==> config.mk <==
export PLATFORM = sky130hd
export DESIGN_NAME = modular_power_and_inverse_core
export DESIGN_NICKNAME = d
export VERILOG_FILES = /design/src/mpi_pkg.sv /design/src/modular_power_and_inverse_core.sv
export VERILOG_INCLUDE_DIRS = /design/src /design/src/src
export SDC_FILE = /design/constraint.sdc
export NUM_CORES = 1
export LEC_CHECK = 0
export ABC_AREA = 1
export BUFFER_PORTS_ARGS = -buffer_cell sky130_fd_sc_hd__clkbuf_2
export CORE_UTILIZATION = 49
export DETAILED_ROUTE_END_ITERATION = 16
export PLACE_DENSITY = 0.67
export RECOVER_POWER = 25
export SETUP_SLACK_MARGIN = 0.05
export SLEW_MARGIN = 25
export SYNTH_ARGS = -nofsm -noshare
export SYNTH_HDL_FRONTEND = slang
export SYNTH_SLANG_ARGS = --single-unit
==> constraint.sdc <==
create_clock -name clk_i -period 6.9 [get_ports clk_i]
set_input_delay 0.69 -clock clk_i [delete_from_list [all_inputs] [get_ports clk_i]]
set_output_delay 0.69 -clock clk_i [all_outputs]
set_load 0.01 [all_outputs]
==> src/assert_macros.svh <==
// Assertion macros shared by the modular power core RTL.
// Needs a clk_i clock and an active-low rst_ni reset in the including module.
`ifndef ASSERT_MACROS_SVH
`define ASSERT_MACROS_SVH

// Check a property on every rising clock edge outside reset
`define MPI_ASSERT(name, prop, msg) \
  name: assert property (@(posedge clk_i) disable iff (!rst_ni) (prop)) else $error(msg);

// Check a property on every rising clock edge, reset included
`define MPI_ASSERT_ALWAYS(name, prop, msg) \
  name: assert property (@(posedge clk_i) (prop)) else $error(msg);

`endif

==> src/mpi_pkg.sv <==
// Shared types and codes for the modular power and inverse core.
// No dependencies.
`default_nettype none

package mpi_pkg;

  // Action codes carried by each request
  localparam logic ActPower   = 1'b0;
  localparam logic ActInverse = 1'b1;

  // Sequencer states, one-hot
  typedef enum logic [4:0] {
    ST_IDLE    = 5'b00001,
    ST_REDUCE  = 5'b00010,
    ST_MUL_DBL = 5'b00100,
    ST_MUL_ADD = 5'b01000,
    ST_FINISH  = 5'b10000
  } state_e;

endpackage

`default_nettype wire

==> src/modular_power_and_inverse_core.sv <==
// Modular exponentiation / Fermat inverse core, one shared modular adder under a sequencer.
// Depends on mpi_pkg and assert_macros.svh.
//
//   channel | signals                                   | direction | handshake
//   --------+-------------------------------------------+-----------+---------------------
//   input   | action_i, base_value_i, exponent_i        | in        | in_valid_i/in_stall_o
//   output  | result_o                                  | out       | out_valid_o/out_stall_i
//   config  | cfg_modulus_i                             | in        | cfg_valid_i/cfg_ready_o
//
// Per request (W = WORD_BITS): the base is reduced first, then for each of the W exponent
// bits a modular square, plus a modular multiply when the bit is set; a modular multiply
// takes one doubling step per multiplier bit plus one add step per set bit of its multiplier,
// all on the one modular adder. A modulus below two goes straight to the finish with result zero.
// Reset loads the modulus with 1000000007 (truncated to W bits) and empties the output.
// A stalled result waits in the output register while the next request is already taken.
`default_nettype none
`include "assert_macros.svh"

module modular_power_and_inverse_core #(
  parameter int WORD_BITS = 32
) (
  input  logic                        clk_i,
  input  logic                        rst_ni,
  // request channel
  input  logic                        in_valid_i,
  output logic                        in_stall_o,
  input  logic                        action_i,
  input  logic signed [WORD_BITS-1:0] base_value_i,
  input  logic        [WORD_BITS-1:0] exponent_i,
  // result channel
  output logic                        out_valid_o,
  input  logic                        out_stall_i,
  output logic        [WORD_BITS-1:0] result_o,
  // configuration channel
  input  logic                        cfg_valid_i,
  output logic                        cfg_ready_o,
  input  logic        [WORD_BITS-1:0] cfg_modulus_i
);

  import mpi_pkg::*;

  localparam int CntW = $clog2(WORD_BITS);
  localparam logic [CntW-1:0] CntLast = CntW'(WORD_BITS - 1);
  localparam logic [WORD_BITS-1:0] ModulusReset = WORD_BITS'(64'd1000000007);

  state_e state_q, state_d;
  logic [WORD_BITS-1:0] modulus_q;
  logic [WORD_BITS-1:0] macc_q, macc_d;       // running sum / remainder
  logic [WORD_BITS-1:0] mcand_q, mcand_d;     // power accumulator, also the addend
  logic [WORD_BITS-1:0] mplier_q, mplier_d;   // multiplier bits, scanned from the top
  logic [WORD_BITS-1:0] base_q, base_d;       // reduced base
  logic [WORD_BITS-1:0] exp_q, exp_d;         // exponent bits, scanned from the top
  logic [WORD_BITS-1:0] result_q, result_d;
  logic [CntW-1:0]      bit_cnt_q, bit_cnt_d;
  logic [CntW-1:0]      exp_cnt_q, exp_cnt_d;
  logic                 mult_phase_q, mult_phase_d;
  logic                 neg_q, neg_d;
  logic                 out_valid_q, out_valid_d;

  // Shared modular adder: (a + b + cin) mod m for a, b < m
  logic [WORD_BITS-1:0] unit_b;
  logic                 unit_cin;
  logic [WORD_BITS:0]   unit_sum;
  logic [WORD_BITS:0]   unit_diff;
  logic [WORD_BITS-1:0] unit_res;

  assign unit_b    = (state_q == ST_MUL_ADD) ? mcand_q : macc_q;
  assign unit_cin  = (state_q == ST_REDUCE) ? mplier_q[WORD_BITS-1] : 1'b0;
  assign unit_sum  = {1'b0, macc_q} + {1'b0, unit_b} + {{WORD_BITS{1'b0}}, unit_cin};
  assign unit_diff = unit_sum - {1'b0, modulus_q};
  assign unit_res  = (unit_sum >= {1'b0, modulus_q}) ? unit_diff[WORD_BITS-1:0]
                                                    : unit_sum[WORD_BITS-1:0];

  // Sequencer
  logic                 mul_last;
  logic [WORD_BITS-1:0] base_u;

  assign base_u = base_value_i;

  always_comb begin
    state_d      = state_q;
    macc_d       = macc_q;
    mcand_d      = mcand_q;
    mplier_d     = mplier_q;
    base_d       = base_q;
    exp_d        = exp_q;
    result_d     = result_q;
    bit_cnt_d    = bit_cnt_q;
    exp_cnt_d    = exp_cnt_q;
    mult_phase_d = mult_phase_q;
    neg_d        = neg_q;
    out_valid_d  = out_valid_q && out_stall_i;
    mul_last     = 1'b0;

    unique case (state_q)
      ST_IDLE: begin
        if (in_valid_i) begin
          neg_d     = base_u[WORD_BITS-1];
          mplier_d  = base_u[WORD_BITS-1] ? (~base_u + 1'b1) : base_u;
          macc_d    = '0;
          bit_cnt_d = CntLast;
          exp_d     = (action_i == ActInverse) ? (modulus_q - WORD_BITS'(2)) : exponent_i;
          if (modulus_q < WORD_BITS'(2)) begin
            mcand_d = '0;
            state_d = ST_FINISH;
          end else begin
            state_d = ST_REDUCE;
          end
        end
      end
      ST_REDUCE: begin
        // shift one magnitude bit into the remainder per cycle
        macc_d    = unit_res;
        mplier_d  = mplier_q << 1;
        bit_cnt_d = bit_cnt_q - 1'b1;
        if (bit_cnt_q == '0) begin
          base_d       = (neg_q && (unit_res != '0)) ? (modulus_q - unit_res) : unit_res;
          mcand_d      = WORD_BITS'(1);
          mplier_d     = WORD_BITS'(1);
          macc_d       = '0;
          bit_cnt_d    = CntLast;
          exp_cnt_d    = CntLast;
          mult_phase_d = 1'b0;
          state_d      = ST_MUL_DBL;
        end
      end
      ST_MUL_DBL: begin
        macc_d = unit_res;
        if (mplier_q[WORD_BITS-1]) begin
          state_d = ST_MUL_ADD;
        end else begin
          mplier_d  = mplier_q << 1;
          bit_cnt_d = bit_cnt_q - 1'b1;
          mul_last  = (bit_cnt_q == '0);
        end
      end
      ST_MUL_ADD: begin
        macc_d    = unit_res;
        mplier_d  = mplier_q << 1;
        bit_cnt_d = bit_cnt_q - 1'b1;
        mul_last  = (bit_cnt_q == '0);
        state_d   = ST_MUL_DBL;
      end
      ST_FINISH: begin
        // hand over once the output register is free
        if (!out_valid_q || !out_stall_i) begin
          result_d    = mcand_q;
          out_valid_d = 1'b1;
          state_d     = ST_IDLE;
        end
      end
      default: begin
        state_d = ST_IDLE;
      end
    endcase

    // End of a modular product: square next, multiply by the base, or finish
    if (mul_last) begin
      mcand_d   = unit_res;
      macc_d    = '0;
      bit_cnt_d = CntLast;
      if (!mult_phase_q && exp_q[WORD_BITS-1]) begin
        mult_phase_d = 1'b1;
        mplier_d     = base_q;
        state_d      = ST_MUL_DBL;
      end else begin
        mult_phase_d = 1'b0;
        exp_d        = exp_q << 1;
        mplier_d     = unit_res;
        exp_cnt_d    = exp_cnt_q - 1'b1;
        state_d      = (exp_cnt_q == '0) ? ST_FINISH : ST_MUL_DBL;
      end
    end
  end

  // Control registers
  always_ff @(posedge clk_i or negedge rst_ni) begin
    if (!rst_ni) begin
      state_q      <= ST_IDLE;
      out_valid_q  <= 1'b0;
      bit_cnt_q    <= '0;
      exp_cnt_q    <= '0;
      mult_phase_q <= 1'b0;
      modulus_q    <= ModulusReset;
    end else begin
      state_q      <= state_d;
      out_valid_q  <= out_valid_d;
      bit_cnt_q    <= bit_cnt_d;
      exp_cnt_q    <= exp_cnt_d;
      mult_phase_q <= mult_phase_d;
      if (cfg_valid_i && cfg_ready_o) begin
        modulus_q <= cfg_modulus_i;
      end
    end
  end

  // Datapath registers
  always_ff @(posedge clk_i) begin
    macc_q   <= macc_d;
    mcand_q  <= mcand_d;
    mplier_q <= mplier_d;
    base_q   <= base_d;
    exp_q    <= exp_d;
    result_q <= result_d;
    neg_q    <= neg_d;
  end

  assign in_stall_o  = (state_q != ST_IDLE);
  assign cfg_ready_o = (state_q == ST_IDLE);
  assign out_valid_o = out_valid_q;
  assign result_o    = result_q;

  // Checks
  `MPI_ASSERT(a_busy_after_accept, (in_valid_i && !in_stall_o) |=> in_stall_o, "core idle after accepting a request")
  `MPI_ASSERT(a_operands_reduced, (state_q == ST_MUL_DBL || state_q == ST_MUL_ADD) |-> (macc_q < modulus_q && mcand_q < modulus_q && base_q < modulus_q), "modular operand not below the modulus")
  `MPI_ASSERT(a_finish_delivers, (state_q == ST_FINISH && !(out_valid_q && out_stall_i)) |=> (out_valid_o && state_q == ST_IDLE), "finished result not presented")
  `MPI_ASSERT_ALWAYS(a_state_onehot, $onehot(state_q) || !rst_ni, "sequencer state not one-hot")

endmodule

`default_nettype wire

**After elaboration in Yosys (flattened, before gate mapping)**

Index checks and enable logic that the tools add are counted.

- Output and inout port bits: 35
- Bits in latches: 0
- Input port bits: 102
- Register bits after elaboration: 242
- Memories: 0
- Bits in writable memories: 0
- Bits in read-only memories: 0
- Logic and storage cells: 114

- Equal/unequal tests: 13
- Add/subtract/negate cells: 8
- Order comparisons: 2
- Shifts and indexed selects: 0
- $mul: 0
- Divide/modulo/power cells: 0
- Reductions and logical operators: 26
- Bitwise logic cells: 1
- Muxes and demuxes: 50

Operators with widths:

| operator | number |
|---|---|
| 2-to-1 mux 32 bit | 20 |
| case mux 32 bit (4 select lines) | 1 |
| case mux 32 bit (3 select lines) | 1 |
| 2-to-1 mux 5 bit | 16 |
| case mux 32 bit (2 select lines) | 1 |
| subtractor 32 bit | 2 |
| adder 32 x 32 -> 33 bit | 1 |
| adder 33 x 1 -> 33 bit | 1 |
| >= comparator 33 x 32 -> 1 bit | 1 |
| adder 32 x 1 -> 32 bit (second input constant) | 1 |
| less-than comparator 32 x 2 -> 1 bit (second input constant) | 1 |
| inverter 32 bit | 1 |
| nonzero test 32 bit | 1 |
| subtractor 32 x 2 -> 32 bit (second input constant) | 1 |
| case mux 5 bit (5 select lines) | 1 |
| case mux 5 bit (4 select lines) | 1 |
| AND reduction 2 bit | 6 |
| logical NOT 5 bit | 2 |
| subtractor 5 x 1 -> 5 bit (second input constant) | 2 |
| inequality test 3 bit (second input constant) | 3 |
| 2-to-1 mux 1 bit | 8 |
| AND reduction 4 bit | 2 |
| inequality test 3 x 2 -> 1 bit (second input constant) | 2 |
| nonzero test 3 bit | 2 |
| other kinds (16) | 22 |

**Depth between registers and ports, before layout**

- Depth in word-level cells: 9
- Depth in mapped cells: 52
- Gate-level depth less buffers: 50

**Worst setup path after synthesis**

Ideal clock, no wire load.

- Path kind: flip-flop to flip-flop
- Start: reg state_q[0]
- End: reg base_q[31], data pin
- Data required time: 6.647 ns
- Library setup time: 0.253 ns
- Setup slack: 0.666 ns
- Data arrival time: 5.980 ns
- Cell stages (with the launch flop): 42
- Buffers on the path: 2
- Period minus slack after synthesis: 6.234 ns
- Cells stage by stage: dfstp_2 -> nor2_1 -> inv_1 -> nor4_2 -> inv_1 -> clkbuf_1 -> nand2_1 -> nand2_1 -> fa_1 -> fa_1 -> nand2_1 -> nand3_1 -> nand2_1 -> o21ai_1 -> nand3_1 -> nand3_1 -> nand4_1 -> nand2_1 -> [... 6 more ...] -> nand2_1 -> nand2_1 -> nand2_1 -> nand3b_1 -> nor2_4 -> nand4_4 -> nand2_4 -> buf_8 -> mux2i_4 -> ha_1 -> nand3_1 -> nand2_1 -> a21boi_0 -> o21ai_0 -> a21oi_1 -> nand3_1 -> nand3_1 -> nand2_1

- Cells in the longest elaborated chain, start to end: 9
- Elaborated cells on any way between the ends: 13
- Those cells by class: add/sub: 4; order compare: 1; eq/ne: 2; mux: 4; reduce/logical: 2

RTL lines:

| item | RTL line | text |
|---|---|---|
| start, declared | modular_power_and_inverse_core.sv:46 | `state_e state_q, state_d;` |
| start signal, assigned | modular_power_and_inverse_core.sv:186 | `state_q <= state_d;` |
| equality test 5 x 4 -> 1 bit | modular_power_and_inverse_core.sv:67 | `assign unit_b = (state_q == ST_MUL_ADD) ? mcand_q : macc_q;` |
| 2-to-1 mux 32 bit | modular_power_and_inverse_core.sv:67 |  |
| adder 32 x 32 -> 33 bit | modular_power_and_inverse_core.sv:69 | `assign unit_sum = {1'b0, macc_q} + {1'b0, unit_b} + {{WORD_BITS{1'b0}}, unit_cin};` |
| adder 33 x 1 -> 33 bit * | modular_power_and_inverse_core.sv:69 |  |
| subtractor 32 bit or >= comparator 33 x 32 -> 1 bit (tied branches) | modular_power_and_inverse_core.sv:70, modular_power_and_inverse_core.sv:71 |  |
| 2-to-1 mux 32 bit * | modular_power_and_inverse_core.sv:71 | `assign unit_res = (unit_sum >= {1'b0, modulus_q}) ? unit_diff[WORD_BITS-1:0]` |
| parallel branches: the longest is 2 deep, another holds subtractor 32 bit | -- |  |
| 2-to-1 mux 32 bit * | modular_power_and_inverse_core.sv:117 | `base_d = (neg_q && (unit_res != '0)) ? (modulus_q - unit_res) : unit_res;` |
| end signal, assigned | modular_power_and_inverse_core.sv:202 | `base_q <= base_d;` |
| end, declared | modular_power_and_inverse_core.sv:51 | `logic [WORD_BITS-1:0] base_q, base_d;` |

Mark *: on every way between the ends.
A chain may end at the register's enable or synchronous reset.

**Worst setup path in the final report**

- Start: reg state_q[1]
- End: reg base_q[2], data pin

Same word-level chain as after synthesis.

==> PnR_summary.wiki <==
{| class="wikitable"
! Metric !! Value
|-
| Hold Path Sink || modulus_q[1]
|-
| Routed met2 length || 34,700 um
|-
| Post-synthesis sequential element count || 242
|-
| Global placer's final weighted congestion || 1.05
|-
| First-pass GRT wire length || 108,000 um
|-
| Net count after synthesis || 2,976
|-
| Worst setup path category || flip-flop to flip-flop
|-
| Number of cells in the design after placement || 3,488
|-
| Endpoints failing hold || 0
|-
| Detailed-routing wirelength on met1 || 31,100 um
|-
| Layout Nets || 3,204
|-
| Worst hold path startpoint || cfg_modulus_i[1]
|-
| Cells on Worst Hold Path || 3
|-
| Die outline width || 198 um
|-
| Die ar. || 39,200 um^2
|-
| Total number of yosys warnings || 0
|-
| Worst setup EP type || flip-flop
|-
| Synthesized area divided by synthesized cell count || 6.73 um^2
|-
| Worst hold margin || 309 ps
|-
| Max H-tree Level || 1
|-
| Half-perimeter wire length of the detailed placement result || 59,400 um
|-
| Clk buf depth || 3
|-
| Post-DR wirelength/cell || 21.0 um
|-
| Number of setup violations in the final report || 0
|-
| TritonCTS clock tree || built
|-
| Leak pwr || 10.8 nW
|-
| Setup slack of the worst register-to-register path || 240 ps
|-
| Overall track demand over capacity in global routing || 37.0%
|-
| Worst rel slew slack || -114%
|-
| Fraction of power consumed by sequential logic || 19.8%
|-
| Internal power contribution || 6.51 mW
|-
| Reg-to-Reg Start || state_q[1]
|-
| Crit-path leading delay family || simple AND/OR/NAND/NOR gates
|-
| Pwr per Cell Area || 607 nW/um^2
|-
| Router iterations before antenna repair || 9
|-
| Highest cell delay on the worst timing path || 390 ps
|-
| Overall power after layout || 13.8 mW
|-
| Via-to-Cell Ratio || 5.71
|-
| Post-synth EDFFs || 129
|-
| Worst skew pair latency || 610 ps
|-
| Slew Limit Fails || 50
|-
| Type of the tightest min-delay check || input pin to flip-flop
|-
| Max-cap violations || 1
|-
| Final setup slack of the worst path || 242 ps
|-
| Slowest-stage cell, CP || dfrtp_1
|-
| Fraction of layout instances using a drive strength above 1 || 17.6%
|-
| Depth of the worst register-to-register path || 39
|-
| Clock Root Buffer || clkbuf_16
|-
| Async set-reset flop share out of synthesis || 20.2%
|-
| Critical path fanouts, max || 19
|-
| Largest net degree at the start of global routing || 65
|-
| Critical Path Source Type || flip-flop
|-
| Cell area after layout || 22,700 um^2
|-
| CTS Sinks || 242
|-
| Synth unique cells || 59
|-
| Predominant post-synthesis flop cell || edfxtp_1
|-
| Pre-CTS WS || -424 ps
|-
| Clock share of power || 11.8%
|-
| DRC marker count from the first detailed-route iteration || 1,928
|-
| Share of the core filled with cells in the final layout || 60.1%
|-
| Clock slew at the register clock pins of the worst setup and hold paths || 60 ps
|-
| Worst path bufs/invs || 9
|-
| Proportion of synthesized chip area in sequential cells || 34.0%
|-
| Status || finished, violations left
|-
| Endpoint of the lowest-slack register-to-register path || base_q[2]
|-
| Violated checks || max-capacitance violations, max-slew violations
|-
| F_max || 150 MHz
|-
| Number of DRC violations after detailed routing || 0
|-
| Leftover overflow at the end of global routing || 0
|-
| IR drop worst, VDD || 0.362 mV
|-
| Number of antenna-violating nets in the routed design || 0
|-
| Min Clock Period, post-route || 6660 ps
|-
| Initial Utilization || 49.9%
|-
| Vias in the first global route || 19.0k
|-
| Met3 Routed Length || 5540 um
|-
| Cell count after synthesis || 2,795
|-
| Number of I/O pins || 137
|-
| Area delta synth->final || 20.6%
|-
| Die height || 198 um
|-
| Top routing layer in use || met4
|-
| Fraction of the cycle the final worst path needs || 96.5%
|-
| Number of standard cells in the final layout excluding fillers || 3,559
|-
| Crit path DAT || 6950 ps
|-
| Instance area after placement || 20,800 um^2
|-
| Final setup skew || 49.6 ps
|-
| Buffers added on ports || 136
|-
| Net switching fraction of the power || 52.8%
|-
| Total net switching power || 7.28 mW
|-
| Worst path required time || 7190 ps
|-
| Portion of total power attributed to combinational logic || 68.4%
|-
| Most common cell on crit path || nand2_1
|-
| Initial antenna violation count || 4
|-
| Area of the mapped netlist || 18,800 um^2
|-
| Sum of negative setup slack || 0 ps
|-
| Core region area || 37,800 um^2
|-
| Vias after detailed routing || 20.3k
|-
| Worst slew pin tran || 3210 ps
|-
| TritonCTS Buffers || 27
|-
| Final Routed Wirelength || 74,800 um
|-
| Number of core rows || 71
|}
synthesized netlist by cell type (32+ instances only):
master	instances	area share, %
nand2_1	878	18
nor2_1	310	6.2
inv_1	309	6.2
nand3_1	179	4.8
a21oi_1	176	4.7
o21ai_0	135	3.6
edfxtp_1	129	21
ha_1	76	5.1
xor2_1	67	3.1
dfxtp_1	64	6.8
clkbuf_1	62	1.2
dfrtp_1	32	4.3
routing by layer:
| layer | track usage, % | vias up |
|---|---|---|
| met1 | 48.1 | 9583 |
| met2 | 61.5 | 938 |
| met5 | 0 | - |
| met4 | 16.2 | 0 |
| met3 | 4.62 | 175 |
| li1 | - | 9637 |
worst reg2reg max path: cells and delay by family (launching register included):
kind | cells | cell delay (ps)
and+or+nand+nor | 25 | 3300
adders and majority gates | 3 | 1110
DFF | 1 | 390
xor gates and xnor gates | 1 | 190
buffers and inverters | 9 | 1270
AOI/OAI and AO/OA | 1 | 100
cells by family after synthesis:
| logic type | after synthesis | share of synthesized area, % |
|---|---|---|
| adder cells (fa/ha/maj) | 79 | 5.37 |
| AO/OA/AOI/OAI | 463 | 14.3 |
| XOR/XNOR | 94 | 4.37 |
| multiplexers | 1 | 0.120 |
| AND/OR/NAND/NOR | 1501 | 33.1 |
| flip-flops | 242 | 34.0 |
| buffers and inverters | 415 | 8.78 |
what timing repair did:
action                                  4_1_cts  5_1_grt
hold buffers                                  0        0
endpoints found under the setup margin       32       32
pin swaps                                     1       17
setup buffers                                 1       10
gates cloned                                  0        6
gates resized for setup                      16      140
power by group through the flow:
stage                     sequential (mW)  clock (mW)  combinational [mW]
after floorplan                      2.52           0                5.27
after global placement               2.70           0                8.44
after detailed placement             2.71           0                8.48
after CTS                            2.69        1.63                8.61
after global routing                 2.76        1.68                10.1
final                                2.73        1.63                9.43
layout by cell type (no fill, tap or decap), types with 64 or more instances in the layout:
cell type  Yosys  layout
buf_4          3     135
nand2_1      878     843
o21ai_0      135     129
inv_1        309     301
a21oi_1      176     159
clkbuf_2       0     106
dfxtp_1       64      64
edfxtp_1     129     129
nor2_1       310     283
nand3_1      179     172
flip-flops by register name (all words and copies together), names as in the netlist, 5 cells and up:
signal	flops
bit_cnt_q	5
exp_q	32
modulus_q	32
macc_q	32
mplier_q	32
state_q	5
mcand_q	32
base_q	32
result_o	32
exp_cnt_q	5
cell type report:
cell class                 instances  area, um^2
timing repair buffer             286        1950
fill                            3613       15000
antenna                            4        10.0
clock inverter                    17         263
sequential                       242        6400
inverter                         328        1230
tap                              511         639
clock buffer                      33         718
multi-input combinational       2138       11500
worst max-delay path by stage:
| stage | startpoint | end | slack [ps] | cells past startpoint |
|---|---|---|---|---|
| finish | state_q[1] | base_q[2] | 240 | 39 |
| global placement | state_q[0] | base_q[19] | -460 | 41 |
| global route | state_q[1] | base_q[31] | -40 | 44 |
| detailed placement | state_q[0] | base_q[10] | -420 | 41 |
| floorplan | state_q[0] | base_q[31] | 670 | 41 |
| CTS | state_q[0] | base_q[10] | 20 | 44 |
Note: power is estimated with default switching activity, not from simulation.
